### src/design/rdrc_pkg.sv
// rdrc_pkg: shared types and constants for the receive descriptor ring frame check unit
// holds the request and response item structs, opcode codes and controller/datapath structs
// no dependencies
`timescale 1ns / 1ps

package rdrc_pkg;

	localparam int RING_DEPTH_DEF  = 8;
	localparam int LENGTH_BITS_DEF = 14;

	localparam int IDX_W     = 3;
	localparam int OUT_LEN_W = 14;
	localparam int WB_LEN_W  = 14;
	localparam int CRC_BYTES = 4;

	localparam logic [IDX_W-1:0] OP_WRITEBACK = 3'd0;
	localparam logic [IDX_W-1:0] OP_CHECK     = 3'd1;
	localparam logic [IDX_W-1:0] OP_RELEASE   = 3'd2;
	localparam logic [IDX_W-1:0] OP_ADVANCE   = 3'd3;
	localparam logic [IDX_W-1:0] OP_QUERY     = 3'd4;

	typedef struct packed {
		logic [2:0]          opcode;
		logic [IDX_W-1:0]    slot_index;
		logic                wb_first;
		logic                wb_last;
		logic [WB_LEN_W-1:0] wb_frame_length;
	} req_item_t;

	typedef struct packed {
		logic [OUT_LEN_W-1:0] frame_length;
		logic                 frame_valid;
		logic                 cur_owned_by_dma;
		logic                 cur_first;
		logic                 cur_last;
		logic [IDX_W-1:0]     cur_index;
	} rsp_item_t;

	// controller to datapath
	typedef struct packed {
		logic accept;
		logic look;
		logic step;
		logic finish;
		logic rd_cur;
		logic load_out;
	} ctl_cmd_t;

	// datapath to controller
	typedef struct packed {
		logic is_check;
		logic walk_done;
	} ctl_sts_t;

endpackage

### src/design/rx_descriptor_ring_frame_check_unit.sv
// rx_descriptor_ring_frame_check_unit: top level of the receive descriptor ring frame check
// ties the controller (rdrc_ctrl) to the datapath (rdrc_dpath), depends on rdrc_pkg
//
// channel  | signals                       | direction | content
// ---------+-------------------------------+-----------+----------------------------------
// request  | req_valid, req_stall, req     | in        | opcode, slot, writeback fields
// response | rsp_valid, rsp_stall, rsp     | out       | check result, current slot view
//
// writeback, release, advance and query pass through the reread and hold states before the response
// a frame check first walks the slots of the frame (1 .. RING_DEPTH of them),
// reading one descriptor per cycle from the single ram read port
// one request is in work at a time; req_stall is high from the cycle after the transfer
// until the result sits in the response register, which may still wait on rsp_stall
// arst_n gives every slot to dma and points at slot zero; no clearing pass is needed
`timescale 1ns / 1ps

module rx_descriptor_ring_frame_check_unit #(
	parameter int RING_DEPTH  = rdrc_pkg::RING_DEPTH_DEF,
	parameter int LENGTH_BITS = rdrc_pkg::LENGTH_BITS_DEF
) (
	input  logic                 clk,
	input  logic                 arst_n,
	input  logic                 req_valid,
	output logic                 req_stall,
	input  rdrc_pkg::req_item_t  req,
	output logic                 rsp_valid,
	input  logic                 rsp_stall,
	output rdrc_pkg::rsp_item_t  rsp
);

	// command and status between the state machine and the datapath
	rdrc_pkg::ctl_cmd_t ctl;
	rdrc_pkg::ctl_sts_t sts;

	// sequencer: accept, walk the ring for a frame check, reread the current slot, load the response
	rdrc_ctrl u_ctrl (
		.clk      (clk),
		.arst_n   (arst_n),
		.req_valid(req_valid),
		.req_stall(req_stall),
		.rsp_valid(rsp_valid),
		.rsp_stall(rsp_stall),
		.sts      (sts),
		.ctl      (ctl)
	);

	// descriptor ram, ownership bits, pointer, walk unit and response register
	rdrc_dpath #(
		.RING_DEPTH (RING_DEPTH),
		.LENGTH_BITS(LENGTH_BITS)
	) u_dpath (
		.clk   (clk),
		.arst_n(arst_n),
		.ctl   (ctl),
		.req   (req),
		.sts   (sts),
		.rsp   (rsp)
	);

endmodule

### src/design/rdrc_ram.sv
// rdrc_ram: generic single write, single read ram with registered read data
// read data holds while no read is issued
// no dependencies
`timescale 1ns / 1ps

module rdrc_ram #(
	parameter int WIDTH = 16,
	parameter int DEPTH = 8
) (
	input  logic                     clk,
	input  logic                     we,
	input  logic [$clog2(DEPTH)-1:0] waddr,
	input  logic [WIDTH-1:0]         wdata,
	input  logic                     re,
	input  logic [$clog2(DEPTH)-1:0] raddr,
	output logic [WIDTH-1:0]         rdata
);

	logic [WIDTH-1:0] mem_q [DEPTH];
	logic [WIDTH-1:0] rdata_q;

	always_ff @(posedge clk) begin
		if (we) begin
			mem_q[waddr] <= wdata;
		end
		if (re) begin
			rdata_q <= mem_q[raddr];
		end
	end

	assign rdata = rdata_q;

endmodule

### src/design/rdrc_ctrl.sv
// rdrc_ctrl: sequencing state machine of the frame check unit
// drives datapath commands and the response valid, depends on rdrc_pkg
`timescale 1ns / 1ps

module rdrc_ctrl (
	input  logic                clk,
	input  logic                arst_n,
	input  logic                req_valid,
	output logic                req_stall,
	output logic                rsp_valid,
	input  logic                rsp_stall,
	input  rdrc_pkg::ctl_sts_t  sts,
	output rdrc_pkg::ctl_cmd_t  ctl
);

	typedef enum logic [4:0] {
		ST_IDLE   = 5'b00001,
		ST_LOOK   = 5'b00010,
		ST_WALK   = 5'b00100,
		ST_REREAD = 5'b01000,
		ST_HOLD   = 5'b10000
	} state_t;

	state_t state_q, state_d;
	logic   out_valid_q;
	logic   acc;

	assign req_stall = (state_q != ST_IDLE);
	assign acc       = req_valid && !req_stall;
	assign rsp_valid = out_valid_q;

	always_comb begin
		state_d = state_q;
		ctl     = '0;
		unique case (state_q)
			ST_IDLE: begin
				if (acc) begin
					ctl.accept = 1'b1;
					state_d    = sts.is_check ? ST_LOOK : ST_REREAD;
				end
			end
			ST_LOOK: begin
				ctl.look = 1'b1;
				state_d  = ST_WALK;
			end
			ST_WALK: begin
				if (sts.walk_done) begin
					ctl.finish = 1'b1;
					state_d    = ST_REREAD;
				end else begin
					ctl.step = 1'b1;
				end
			end
			ST_REREAD: begin
				ctl.rd_cur = 1'b1;
				state_d    = ST_HOLD;
			end
			ST_HOLD: begin
				if (!out_valid_q || !rsp_stall) begin
					ctl.load_out = 1'b1;
					state_d      = ST_IDLE;
				end
			end
			default: state_d = ST_IDLE;
		endcase
	end

	always_ff @(posedge clk or negedge arst_n) begin
		if (!arst_n) begin
			state_q     <= ST_IDLE;
			out_valid_q <= 1'b0;
		end else begin
			state_q <= state_d;
			if (ctl.load_out) begin
				out_valid_q <= 1'b1;
			end else if (!rsp_stall) begin
				out_valid_q <= 1'b0;
			end
		end
	end

	a_check_enters_walk: assert property (@(posedge clk) disable iff (!arst_n)
		(acc && sts.is_check) |=> (state_q == ST_LOOK))
		else $error("frame check did not start its walk");

	a_walk_continues: assert property (@(posedge clk) disable iff (!arst_n)
		(state_q == ST_WALK && !sts.walk_done) |=> (state_q == ST_WALK))
		else $error("walk left before reaching its end");

	a_hold_until_free: assert property (@(posedge clk) disable iff (!arst_n)
		(state_q == ST_HOLD && out_valid_q && rsp_stall) |=> (state_q == ST_HOLD))
		else $error("result overwrote a pending response");

endmodule

### src/design/rdrc_dpath.sv
// rdrc_dpath: descriptor storage, ownership bits, slot pointer, walk unit and response register
// depends on rdrc_pkg and rdrc_ram
`timescale 1ns / 1ps

module rdrc_dpath #(
	parameter int RING_DEPTH  = rdrc_pkg::RING_DEPTH_DEF,
	parameter int LENGTH_BITS = rdrc_pkg::LENGTH_BITS_DEF
) (
	input  logic                 clk,
	input  logic                 arst_n,
	input  rdrc_pkg::ctl_cmd_t   ctl,
	input  rdrc_pkg::req_item_t  req,
	output rdrc_pkg::ctl_sts_t   sts,
	output rdrc_pkg::rsp_item_t  rsp
);

	localparam int PTR_W  = $clog2(RING_DEPTH);
	localparam int CNT_W  = $clog2(RING_DEPTH + 1);
	localparam int CMP_W  = $clog2(RING_DEPTH) + rdrc_pkg::IDX_W + 1;
	localparam int WORD_W = LENGTH_BITS + 2;

	// valid bit set means cpu owned and ram word meaningful
	logic [RING_DEPTH-1:0]         own_cpu_q;
	logic [PTR_W-1:0]              ptr_q;
	logic [PTR_W-1:0]              walk_idx_q;
	logic [CNT_W-1:0]              walk_cnt_q;
	logic                          first_q;
	logic                          rd_valid_s1;
	logic [rdrc_pkg::OUT_LEN_W-1:0] res_len_q;
	logic                          res_valid_q;
	rdrc_pkg::rsp_item_t           rsp_q;

	logic [PTR_W-1:0]  ptr_next, walk_next, raddr, waddr;
	logic              we, re, wb_in_range;
	logic [WORD_W-1:0] wdata, rdata;

	logic                           ent_owned, ent_first, ent_last;
	logic [LENGTH_BITS-1:0]         ent_len;
	logic                           bad_start, stop, exhausted, frame_ok;
	logic [rdrc_pkg::OUT_LEN_W-1:0] frame_len;

	assign ptr_next  = (ptr_q == PTR_W'(RING_DEPTH - 1)) ? '0 : ptr_q + 1'b1;
	assign walk_next = (walk_idx_q == PTR_W'(RING_DEPTH - 1)) ? '0 : walk_idx_q + 1'b1;

	assign wb_in_range = CMP_W'(req.slot_index) < CMP_W'(RING_DEPTH);
	assign we    = ctl.accept && (req.opcode == rdrc_pkg::OP_WRITEBACK) && wb_in_range;
	assign waddr = PTR_W'(req.slot_index);
	assign wdata = {req.wb_first, req.wb_last, LENGTH_BITS'(req.wb_frame_length)};
	assign re    = ctl.look || ctl.step || ctl.rd_cur;
	assign raddr = ctl.step ? walk_next : ptr_q;

	rdrc_ram #(
		.WIDTH(WORD_W),
		.DEPTH(RING_DEPTH)
	) u_ram (
		.clk  (clk),
		.we   (we),
		.waddr(waddr),
		.wdata(wdata),
		.re   (re),
		.raddr(raddr),
		.rdata(rdata)
	);

	// slot seen through its ownership bit, dma owned reads as reset value
	assign ent_owned = !rd_valid_s1;
	assign ent_first = rd_valid_s1 && rdata[WORD_W-1];
	assign ent_last  = rd_valid_s1 && rdata[WORD_W-2];
	assign ent_len   = rd_valid_s1 ? rdata[LENGTH_BITS-1:0] : '0;

	assign bad_start = first_q && (ent_owned || !ent_first);
	assign stop      = ent_owned || ent_last;
	assign exhausted = !stop && (walk_cnt_q >= CNT_W'(RING_DEPTH));
	assign frame_ok  = !bad_start && !ent_owned && ent_last;
	assign frame_len = (ent_len < LENGTH_BITS'(rdrc_pkg::CRC_BYTES)) ? '0 :
		rdrc_pkg::OUT_LEN_W'(ent_len - LENGTH_BITS'(rdrc_pkg::CRC_BYTES));

	assign sts.is_check  = (req.opcode == rdrc_pkg::OP_CHECK);
	assign sts.walk_done = bad_start || stop || exhausted;

	always_ff @(posedge clk or negedge arst_n) begin
		if (!arst_n) begin
			own_cpu_q  <= '0;
			ptr_q      <= '0;
			walk_cnt_q <= '0;
			first_q    <= 1'b0;
		end else begin
			if (we) begin
				own_cpu_q[waddr] <= 1'b1;
			end
			if (ctl.accept && (req.opcode == rdrc_pkg::OP_RELEASE)) begin
				own_cpu_q[ptr_q] <= 1'b0;
			end
			if (ctl.accept && (req.opcode == rdrc_pkg::OP_ADVANCE)) begin
				ptr_q <= ptr_next;
			end
			if (ctl.look) begin
				walk_cnt_q <= CNT_W'(1);
				first_q    <= 1'b1;
			end else if (ctl.step) begin
				walk_cnt_q <= walk_cnt_q + 1'b1;
				first_q    <= 1'b0;
			end
		end
	end

	always_ff @(posedge clk) begin
		if (re) begin
			rd_valid_s1 <= own_cpu_q[raddr];
		end
		if (ctl.look) begin
			walk_idx_q <= ptr_q;
		end else if (ctl.step) begin
			walk_idx_q <= walk_next;
		end
		if (ctl.accept) begin
			res_len_q   <= '0;
			res_valid_q <= 1'b0;
		end else if (ctl.finish) begin
			res_valid_q <= frame_ok;
			res_len_q   <= frame_ok ? frame_len : '0;
		end
		if (ctl.load_out) begin
			rsp_q.frame_length     <= res_len_q;
			rsp_q.frame_valid      <= res_valid_q;
			rsp_q.cur_owned_by_dma <= ent_owned;
			rsp_q.cur_first        <= ent_first;
			rsp_q.cur_last         <= ent_last;
			rsp_q.cur_index        <= rdrc_pkg::IDX_W'(ptr_q);
		end
	end

	assign rsp = rsp_q;

	a_walk_bounded: assert property (@(posedge clk) disable iff (!arst_n)
		walk_cnt_q <= CNT_W'(RING_DEPTH))
		else $error("walk went past the ring depth");

	a_writeback_owns: assert property (@(posedge clk) disable iff (!arst_n)
		we |=> own_cpu_q[$past(waddr)])
		else $error("writeback did not hand the slot to the cpu");

	a_release_frees: assert property (@(posedge clk) disable iff (!arst_n)
		(ctl.accept && (req.opcode == rdrc_pkg::OP_RELEASE) && !we)
		|=> !own_cpu_q[$past(ptr_q)])
		else $error("release left the slot cpu owned");

endmodule
### config.mk
export PLATFORM = sky130hd
export DESIGN_NAME = rx_descriptor_ring_frame_check_unit
export DESIGN_NICKNAME = d
export VERILOG_FILES = /design/src/design/rdrc_pkg.sv /design/src/design/rx_descriptor_ring_frame_check_unit.sv /design/src/design/rdrc_ram.sv /design/src/design/rdrc_ctrl.sv /design/src/design/rdrc_dpath.sv
export SDC_FILE = /design/constraint.sdc
export NUM_CORES = 1
export LEC_CHECK = 0
export BUFFER_PORTS_ARGS = -buffer_cell sky130_fd_sc_hd__buf_4
export CELL_PAD_IN_SITES_DETAIL_PLACEMENT = 1
export CELL_PAD_IN_SITES_GLOBAL_PLACEMENT = 2
export CORE_UTILIZATION = 44
export CTS_CLUSTER_SIZE = 30
export DETAILED_ROUTE_END_ITERATION = 8
export GPL_ROUTABILITY_DRIVEN = 1
export PLACE_DENSITY = 0.86
export SYNTH_ARGS = -nofsm -noshare
export SYNTH_HDL_FRONTEND = slang
export SYNTH_SLANG_ARGS = --single-unit
### constraint.sdc
create_clock -name clk -period 6.85 [get_ports clk]
set_input_delay 0.3425 -clock clk [delete_from_list [all_inputs] [get_ports clk]]
set_output_delay 0.3425 -clock clk [all_outputs]
set_load 0.1 [all_outputs]
==> results of run 1 <==
[through the flow]
stage,util (%),instances,power [mW],worst slack (ps)
5_1_grt,51.9,919,3.62,3260
2_1_floorplan,-,599,2.15,1790
6_report,51.9,919,3.47,3510
3_5_place_dp,48.2,879,2.33,3500
4_1_cts,51.9,919,3.50,3520
3_3_place_gp,48.2,879,2.29,3730
[layout make-up]
type	instances	area, um^2
sequential	206	5930
multi-input combinational	343	2720
clock inverter	10	101
inverter	5	18.8
fill	1926	9420
tap	265	332
clock buffer	29	608
timing repair buffer	61	460
[Yosys cell counts, drive strengths merged (3+ instances only)]
master   count
nand2       27
a221oi      68
a21boi      68
nor3b        3
xnor2        5
nor2        24
mux2i        4
a21oi       11
o21ai       11
nor4        24
or4          3
nor2b        8
o31ai        3
and2         5
nor3        11
ha           7
mux2         6
dfxtp       15
nand2b      10
clkbuf      26
a2bb2oi      7
and3         3
buf         19
a22oi        8
dfrtp       21
edfxtp     169
inv          5
[layer usage]
| layer | track usage [%] | up-vias | part of all wire, % | routed length, um |
|---|---|---|---|---|
| li1 | - | 2498 | - | - |
| met1 | 27.6 | 2757 | 43 | 8940 |
| met2 | 36.8 | 143 | 49 | 10300 |
| met3 | 3.37 | 34 | 5.3 | 1110 |
| met4 | 6.61 | 0 | 2.1 | 431 |
| met5 | 0 | - | 0 | 0 |
[power groups by stage]
stage / registers [mW] / logic, mW / clock network (mW)
after floorplan: 1.56 / 0.588 / 0
after global placement: 1.56 / 0.723 / 0
after detailed placement: 1.57 / 0.759 / 0
after CTS: 1.55 / 0.763 / 1.19
after global routing: 1.56 / 0.824 / 1.24
final: 1.55 / 0.758 / 1.17
[worst paths after layout]
path	start	endpoint	slack (ps)	depth (start not counted)
min reg2reg	u_dpath.res_len_q[8]	u_dpath.rsp[15]	440	0
min in group asynchronous	arst_n	u_dpath.own_cpu_q[5]	250	2
min	req[2]	u_dpath.u_ram.mem_q[0][2]	60	1
max	u_dpath.rd_valid_s1	u_dpath.u_ram.rdata[3]	3510	6
max in group asynchronous	arst_n	u_ctrl.state_q[0]	6300	2
max reg2reg	u_dpath.rd_valid_s1	u_dpath.u_ram.rdata[3]	3510	6
[logic make-up after synthesis]
| family | after synthesis | synth area share, % |
|---|---|---|
| compound gates | 189 | 18.1 |
| xor+xnor | 7 | 0.694 |
| buf+inv | 50 | 2.89 |
| fa+ha+maj | 7 | 0.991 |
| simple gates | 130 | 8.66 |
| mux | 10 | 1.59 |
| flops | 206 | 67.1 |
[state kept, by name, summed over array words and instances (netlist names)]
register and count:
u_ctrl.rsp_valid 1, u_ctrl.state_q 5, u_dpath.first_q 1, u_dpath.own_cpu_q 8, u_dpath.ptr_q 3, u_dpath.rd_valid_s1 1, u_dpath.res_len_q 14, u_dpath.res_valid_q 1
u_dpath.rsp 21, u_dpath.u_ram.mem_q 128, u_dpath.u_ram.rdata 16, u_dpath.walk_cnt_q 4, u_dpath.walk_idx_q 3
[cells in the final DEF (no fill, tap or decap), types with 10 or more instances in the layout]
cell type and n:
nor4_1 10, o21ai_0 11, nand2b_1 10, buf_4 60, nand2_1 26, nor4_2 14
a21boi_0 68, dfxtp_1 15, nor2_1 24, dfrtp_1 21, clkbuf_16 23, a221oi_2 20
a221oi_1 48, edfxtp_1 169, a21oi_1 10
[critical path: stages (launching register included)]
cell      delay (ps)
edfxtp_1         620
or3b_1           460
nor3_2           120
buf_4            560
a22o_4           770
a221oi_1         230
nor4_1           340
[timing repair]
| action | 4_1_cts | 5_1_grt |
|---|---|---|
| setup endpoints to repair | 0 | 0 |
| endpoints found under the hold margin | 22 | 0 |
| hold buffers | 1 | 0 |
==> flow_metrics.env, run 1 <==
export IMPL_yosys_warnings=0
export IMPL_grt_pass1_wl_um=33100
export IMPL_fin_area_um2=10200
export IMPL_holdWs_ps=59.2
export IMPL_start_kind="flop"
export IMPL_avgSynthCellArea_um2=14.8
export IMPL_tns_ps=0
export IMPL_syn_area_um2=8840
export IMPL_cts_htree_levels=1
export IMPL_tightest_slew_ps=1120
export IMPL_max_slew_margin_rel_pct=24.7
export IMPL_arrival_ps=3650
export IMPL_syn_nets=632
export IMPL_yosysTopAreaCell="edfxtp_1"
export IMPL_fin_crit_ps=3340
export IMPL_seqPwrFrac_pct=44.5
export IMPL_slew_viol_final=0
export IMPL_wl_um=20700
export IMPL_port_buffers=48
export IMPL_crit_required_ps=7160
export IMPL_synthTopCellsByArea="edfxtp_1 57%, dfrtp_1 5.9%, a21boi_0 5.8%"
export IMPL_io_pins=49
export IMPL_diodes=0
export IMPL_final_hold_viol_count=0
export IMPL_coreArea_um2=19600
export IMPL_drive_gt1_share_pct=22.5
export IMPL_p_sw_share_pct=31.0
export IMPL_internal_power_mw=2.40
export IMPL_clock_path_buffers=3
export IMPL_antenna_found_initial=0
export IMPL_synth_edf_count=169
export IMPL_rows=51
export IMPL_post_cts_setup_buffer_count=0
export IMPL_avgViaCountPerCell=5.91
export IMPL_switching_power_mw=1.08
export IMPL_cts_root_buf="clkbuf_16"
export IMPL_drc=0
export IMPL_die_area_um2=20700
export IMPL_hp_class="in -> reg"
export IMPL_pwr_share_clk_pct=33.6
export IMPL_initial_core_util_pct=45.1
export IMPL_wl_per_cell_um=22.6
export IMPL_seq_area_frac_synth_pct=67.1
export IMPL_grt_pass1_vias=5823
export IMPL_clkLatencyLatePin_ps=520
export IMPL_grt_util_all_layers_pct=21.4
export IMPL_synthToLayoutAreaGrowth_pct=15.0
export IMPL_firstDrtPassIters=4
export IMPL_post_synth_num_cell_types=58
export IMPL_synth_ff_type="edfxtp_1"
export IMPL_fin_nets=673
export IMPL_die_h_um=144
export IMPL_grt_max_degree=71
export IMPL_p_per_area_nw_per_um2=342
export IMPL_synthCells=599
export IMPL_vdd_ir_drop_max_uv=223
export IMPL_crit_path_end_kind="flop"
export IMPL_ys_ff_latch=206
export IMPL_rsz0062_at_grt="no"
export IMPL_synthArstFlopShare_pct=10.7
export IMPL_placed_cell_area_um2=9450
export IMPL_power_frac_comb_pct=21.8
export IMPL_outcome="finished, final reports clean"
export IMPL_final_antenna_net_count=0
export IMPL_cts_sinks=206
export IMPL_cts_tree="done"
export IMPL_leakage_nw=3.44
export IMPL_drt_initial_drc_count=316
export IMPL_fin_crit_sh_pct=48.7
export IMPL_cts_resized=0
export IMPL_cts_buffers=23
export IMPL_yosys_area_top_type_share_pct=57.4
export IMPL_gp_congestion=0.783
export IMPL_fin_worst_skew_ps=16.9
export IMPL_path_clk_slew_ps=60
export IMPL_cp_max_fo=70
export IMPL_cap_viol_max_count=0
export IMPL_path_class="reg -> reg"
export IMPL_via_count=5432
export IMPL_die_w_um=144
export IMPL_setup_violations=0
export IMPL_grt_overflow=0
export IMPL_place_hpwl_um=12500
export IMPL_fmax_mhz=299
(Power assumes the default switching activity.)
==> run 2, diff against run 1 <==
--- a/config.mk
+++ b/config.mk
@@ -5,14 +5,15 @@
 export SDC_FILE = /design/constraint.sdc
 export NUM_CORES = 1
 export LEC_CHECK = 0
+export ABC_AREA = 1
 export BUFFER_PORTS_ARGS = -buffer_cell sky130_fd_sc_hd__buf_4
 export CELL_PAD_IN_SITES_DETAIL_PLACEMENT = 1
 export CELL_PAD_IN_SITES_GLOBAL_PLACEMENT = 2
-export CORE_UTILIZATION = 44
+export CORE_UTILIZATION = 36
 export CTS_CLUSTER_SIZE = 30
 export DETAILED_ROUTE_END_ITERATION = 8
 export GPL_ROUTABILITY_DRIVEN = 1
-export PLACE_DENSITY = 0.86
+export PLACE_DENSITY = 0.82
 export SYNTH_ARGS = -nofsm -noshare
 export SYNTH_HDL_FRONTEND = slang
 export SYNTH_SLANG_ARGS = --single-unit
==> constraint.sdc (replaced) <==
create_clock -name clk -period 3 [get_ports clk]
set_input_delay 0.15 -clock clk [delete_from_list [all_inputs] [get_ports clk]]
set_output_delay 0.15 -clock clk [all_outputs]
set_load 0.1 [all_outputs]
==> run 2 against run 1 <==
Sequential cell count did not move; worst hold slack worse by 20 ps; fmax rose by 20%; sequential power rose by 130%; synthesized cell count is 48% higher; clock power is 120% higher; global-route usage down 3.5 points; clock-buffer cell count up 5; routed wire length is 7.2% higher; critical path depth rose by 1; power increased to 2.6 times the previous value; synthesized area up 2.8%; critical path type unchanged; largest cell class unchanged.
==> flow_metrics.env, run 2 <==
export IMPL_avgViaCountPerCell=4.84
export IMPL_fin_worst_skew_ps=19.5
export IMPL_regMostFlops="u_dpath.u_ram.mem_q"
export IMPL_yosys_area_top_type_share_pct=55.9
export IMPL_fill_cells=2738
export IMPL_final_hold_viol_count=0
export IMPL_path_class="reg -> reg"
export IMPL_grt_max_degree=52
export IMPL_drc=0
export IMPL_post_cts_setup_buffer_count=0
export IMPL_ys_ff_latch=206
export IMPL_cts_sinks=206
export IMPL_seqPwrFrac_pct=39.4
export IMPL_fin_nets=995
export IMPL_p_sw_share_pct=36.0
export IMPL_gp_congestion=0.774
export IMPL_cp_max_fo=18
export IMPL_synthTopCellsByCount="208 x nand2_1, 169 x edfxtp_1, 150 x inv_1"
export IMPL_clock_path_buffers=3
export IMPL_max_slew_margin_rel_pct=30.9
export IMPL_seq_area_frac_synth_pct=65.3
export IMPL_synthToLayoutAreaGrowth_pct=18.8
export IMPL_synth_ff_type="edfxtp_1"
export IMPL_die_area_um2=25900
export IMPL_yosysMostFrequentCell="nand2_1"
export IMPL_firstDrtPassIters=4
export IMPL_pwr_share_clk_pct=29.3
export IMPL_fin_cells=1300
export IMPL_synthCells=888
export IMPL_slowest_delay_ps=830
export IMPL_largest_register_ffs=128
export IMPL_crit_family="simple AND/OR/NAND/NOR gates"
export IMPL_diodes=0
export IMPL_cts_tree="done"
export IMPL_grt_overflow=0
export IMPL_die_w_um=161
export IMPL_place_hpwl_um=14100
export IMPL_path_clk_slew_ps=60
export IMPL_cp_common_cell="nand2_1"
export IMPL_die_h_um=161
export IMPL_grt_pass1_vias=6613
export IMPL_via_count=6287
export IMPL_post_synth_num_cell_types=34
export IMPL_fmax_mhz=358
export IMPL_crit_buf_inv=1
export IMPL_outcome="finished, final reports clean"
export IMPL_wl_um=22200
export IMPL_yosys_warnings=0
export IMPL_crit_path_end_kind="flop"
export IMPL_layout_commonest_cell="nand2_1"
export IMPL_wl_per_cell_um=17.1
export IMPL_crit_required_ps=3260
export IMPL_synthArstFlopShare_pct=10.7
export IMPL_placedCellCount=1241
export IMPL_drive_gt1_share_pct=12.4
export IMPL_clkLatencyLatePin_ps=520
export IMPL_yosysTopAreaCell="edfxtp_1"
export IMPL_syn_area_um2=9080
export IMPL_io_pins=49
export IMPL_switching_power_mw=3.22
export IMPL_final_antenna_net_count=0
export IMPL_coreArea_um2=24500
export IMPL_internal_power_mw=5.72
export IMPL_leakage_nw=4.66
export IMPL_grt_util_all_layers_pct=17.9
export IMPL_tns_ps=0
export IMPL_vdd_ir_drop_max_uv=535
export IMPL_power_frac_comb_pct=31.3
export IMPL_synth_edf_count=169
export IMPL_antenna_found_initial=0
export IMPL_slowest_stage="o21ai_2"
export IMPL_fin_crit_sh_pct=93.0
export IMPL_cts_resized=0
export IMPL_rsz0062_at_grt="no"
export IMPL_path_cells="or2_1 > nor2_4 > nand2_4 > o21ai_2 > inv_2 > nand2_1 > nand2_1"
export IMPL_syn_nets=921
export IMPL_setup_slack_ps=210
export IMPL_port_buffers=48
export IMPL_cts_htree_levels=1
export IMPL_fin_crit_ps=2790
export IMPL_drt_initial_drc_count=337
export IMPL_cts_buffers=24
export IMPL_synthTopCellsByArea="edfxtp_1 56%, nand2_1 8.6%, nand3_1 7.8%"
export IMPL_setup_violations=0
export IMPL_avgSynthCellArea_um2=10.2
export IMPL_slew_viol_final=0
export IMPL_start_kind="flop"
export IMPL_cts_hold_buf=19
export IMPL_cap_viol_max_count=0
export IMPL_p_per_area_nw_per_um2=828
export IMPL_cts_root_buf="clkbuf_16"
export IMPL_pre_cts_ws_ps=236
export IMPL_initial_core_util_pct=37.0
export IMPL_layout_common_cells="208 x nand2_1, 169 x edfxtp_1, 150 x inv_1"
export IMPL_tightest_slew_ps=1030
export IMPL_arrival_ps=3050
export IMPL_grt_pass1_wl_um=35900
export IMPL_hp_class="in -> reg"
export IMPL_rows=57
[run 2: routing by layer]
| layer | up-vias | part of all wire [%] | GRT usage [%] |
|---|---|---|---|
| li1 | 3087 | - | - |
| met1 | 3071 | 46 | 23.3 |
| met2 | 96 | 49 | 31.3 |
| met3 | 33 | 3.0 | 2.76 |
| met4 | 0 | 1.9 | 4.07 |
| met5 | - | 0 | 0 |
[run 2: cell type report]
class	instances	area (um^2)	share of cell area (%)
Inverter	152	571	5.29
Multi-Input combinational cell	495	2490	23.1
Timing Repair Buffer	83	696	6.45
Tap cell	324	405	3.76
Clock buffer	34	658	6.10
Sequential cell	206	5930	54.9
Clock inverter	6	40.0	0.371
[run 2: stage by stage]
step	hold slack [ps]	util (%)	total power, mW	instance area [um^2]
floorplan	-146	-	5.48	9160
global placement	66.5	40.4	6.32	9900
detailed placement	69.0	40.4	6.38	9900
CTS	41.1	44.0	9.04	10800
global route	47.3	44.0	9.47	10800
finish	39.1	44.0	8.94	10800
[run 2: worst min-delay path, delay by kind of cell]
family                 cells  cell delay (ps)
and+or+nand+nor            3              240
buffers and inverters      1              100
[run 2: cells by family after synthesis]
kind of cell | synth area share [%]
and+or+nand+nor | 22.3
DFF | 65.3
buffers and inverters | 8.11
AOI/OAI and AO/OA | 2.99
adders and majority gates | 0.964
xor gates and xnor gates | 0.386
[run 2: worst paths after layout]
| kind | startpoint | endpoint | slack [ps] | depth (start not counted) |
|---|---|---|---|---|
| worst max-delay path | u_dpath.u_ram.rdata[14] | u_dpath.rd_valid_s1 | 210 | 7 |
| worst min-delay path | req[20] | u_ctrl.state_q[1] | 40 | 4 |
| worst max register to register | u_dpath.u_ram.rdata[14] | u_dpath.rd_valid_s1 | 210 | 7 |
| worst min register to register | u_dpath.res_len_q[0] | u_dpath.rsp[7] | 430 | 0 |
| max in group asynchronous | arst_n | u_ctrl.state_q[0] | 2630 | 2 |
| min in group asynchronous | arst_n | u_dpath.own_cpu_q[3] | 70 | 2 |
[run 2: power groups by stage]
stage	registers (mW)	logic, mW	clock network, mW
6_report	3.53	2.80	2.62
5_1_grt	3.55	3.13	2.79
4_1_cts	3.53	2.83	2.68
3_5_place_dp	3.58	2.79	0
3_3_place_gp	3.58	2.74	0
2_1_floorplan	3.74	1.74	0
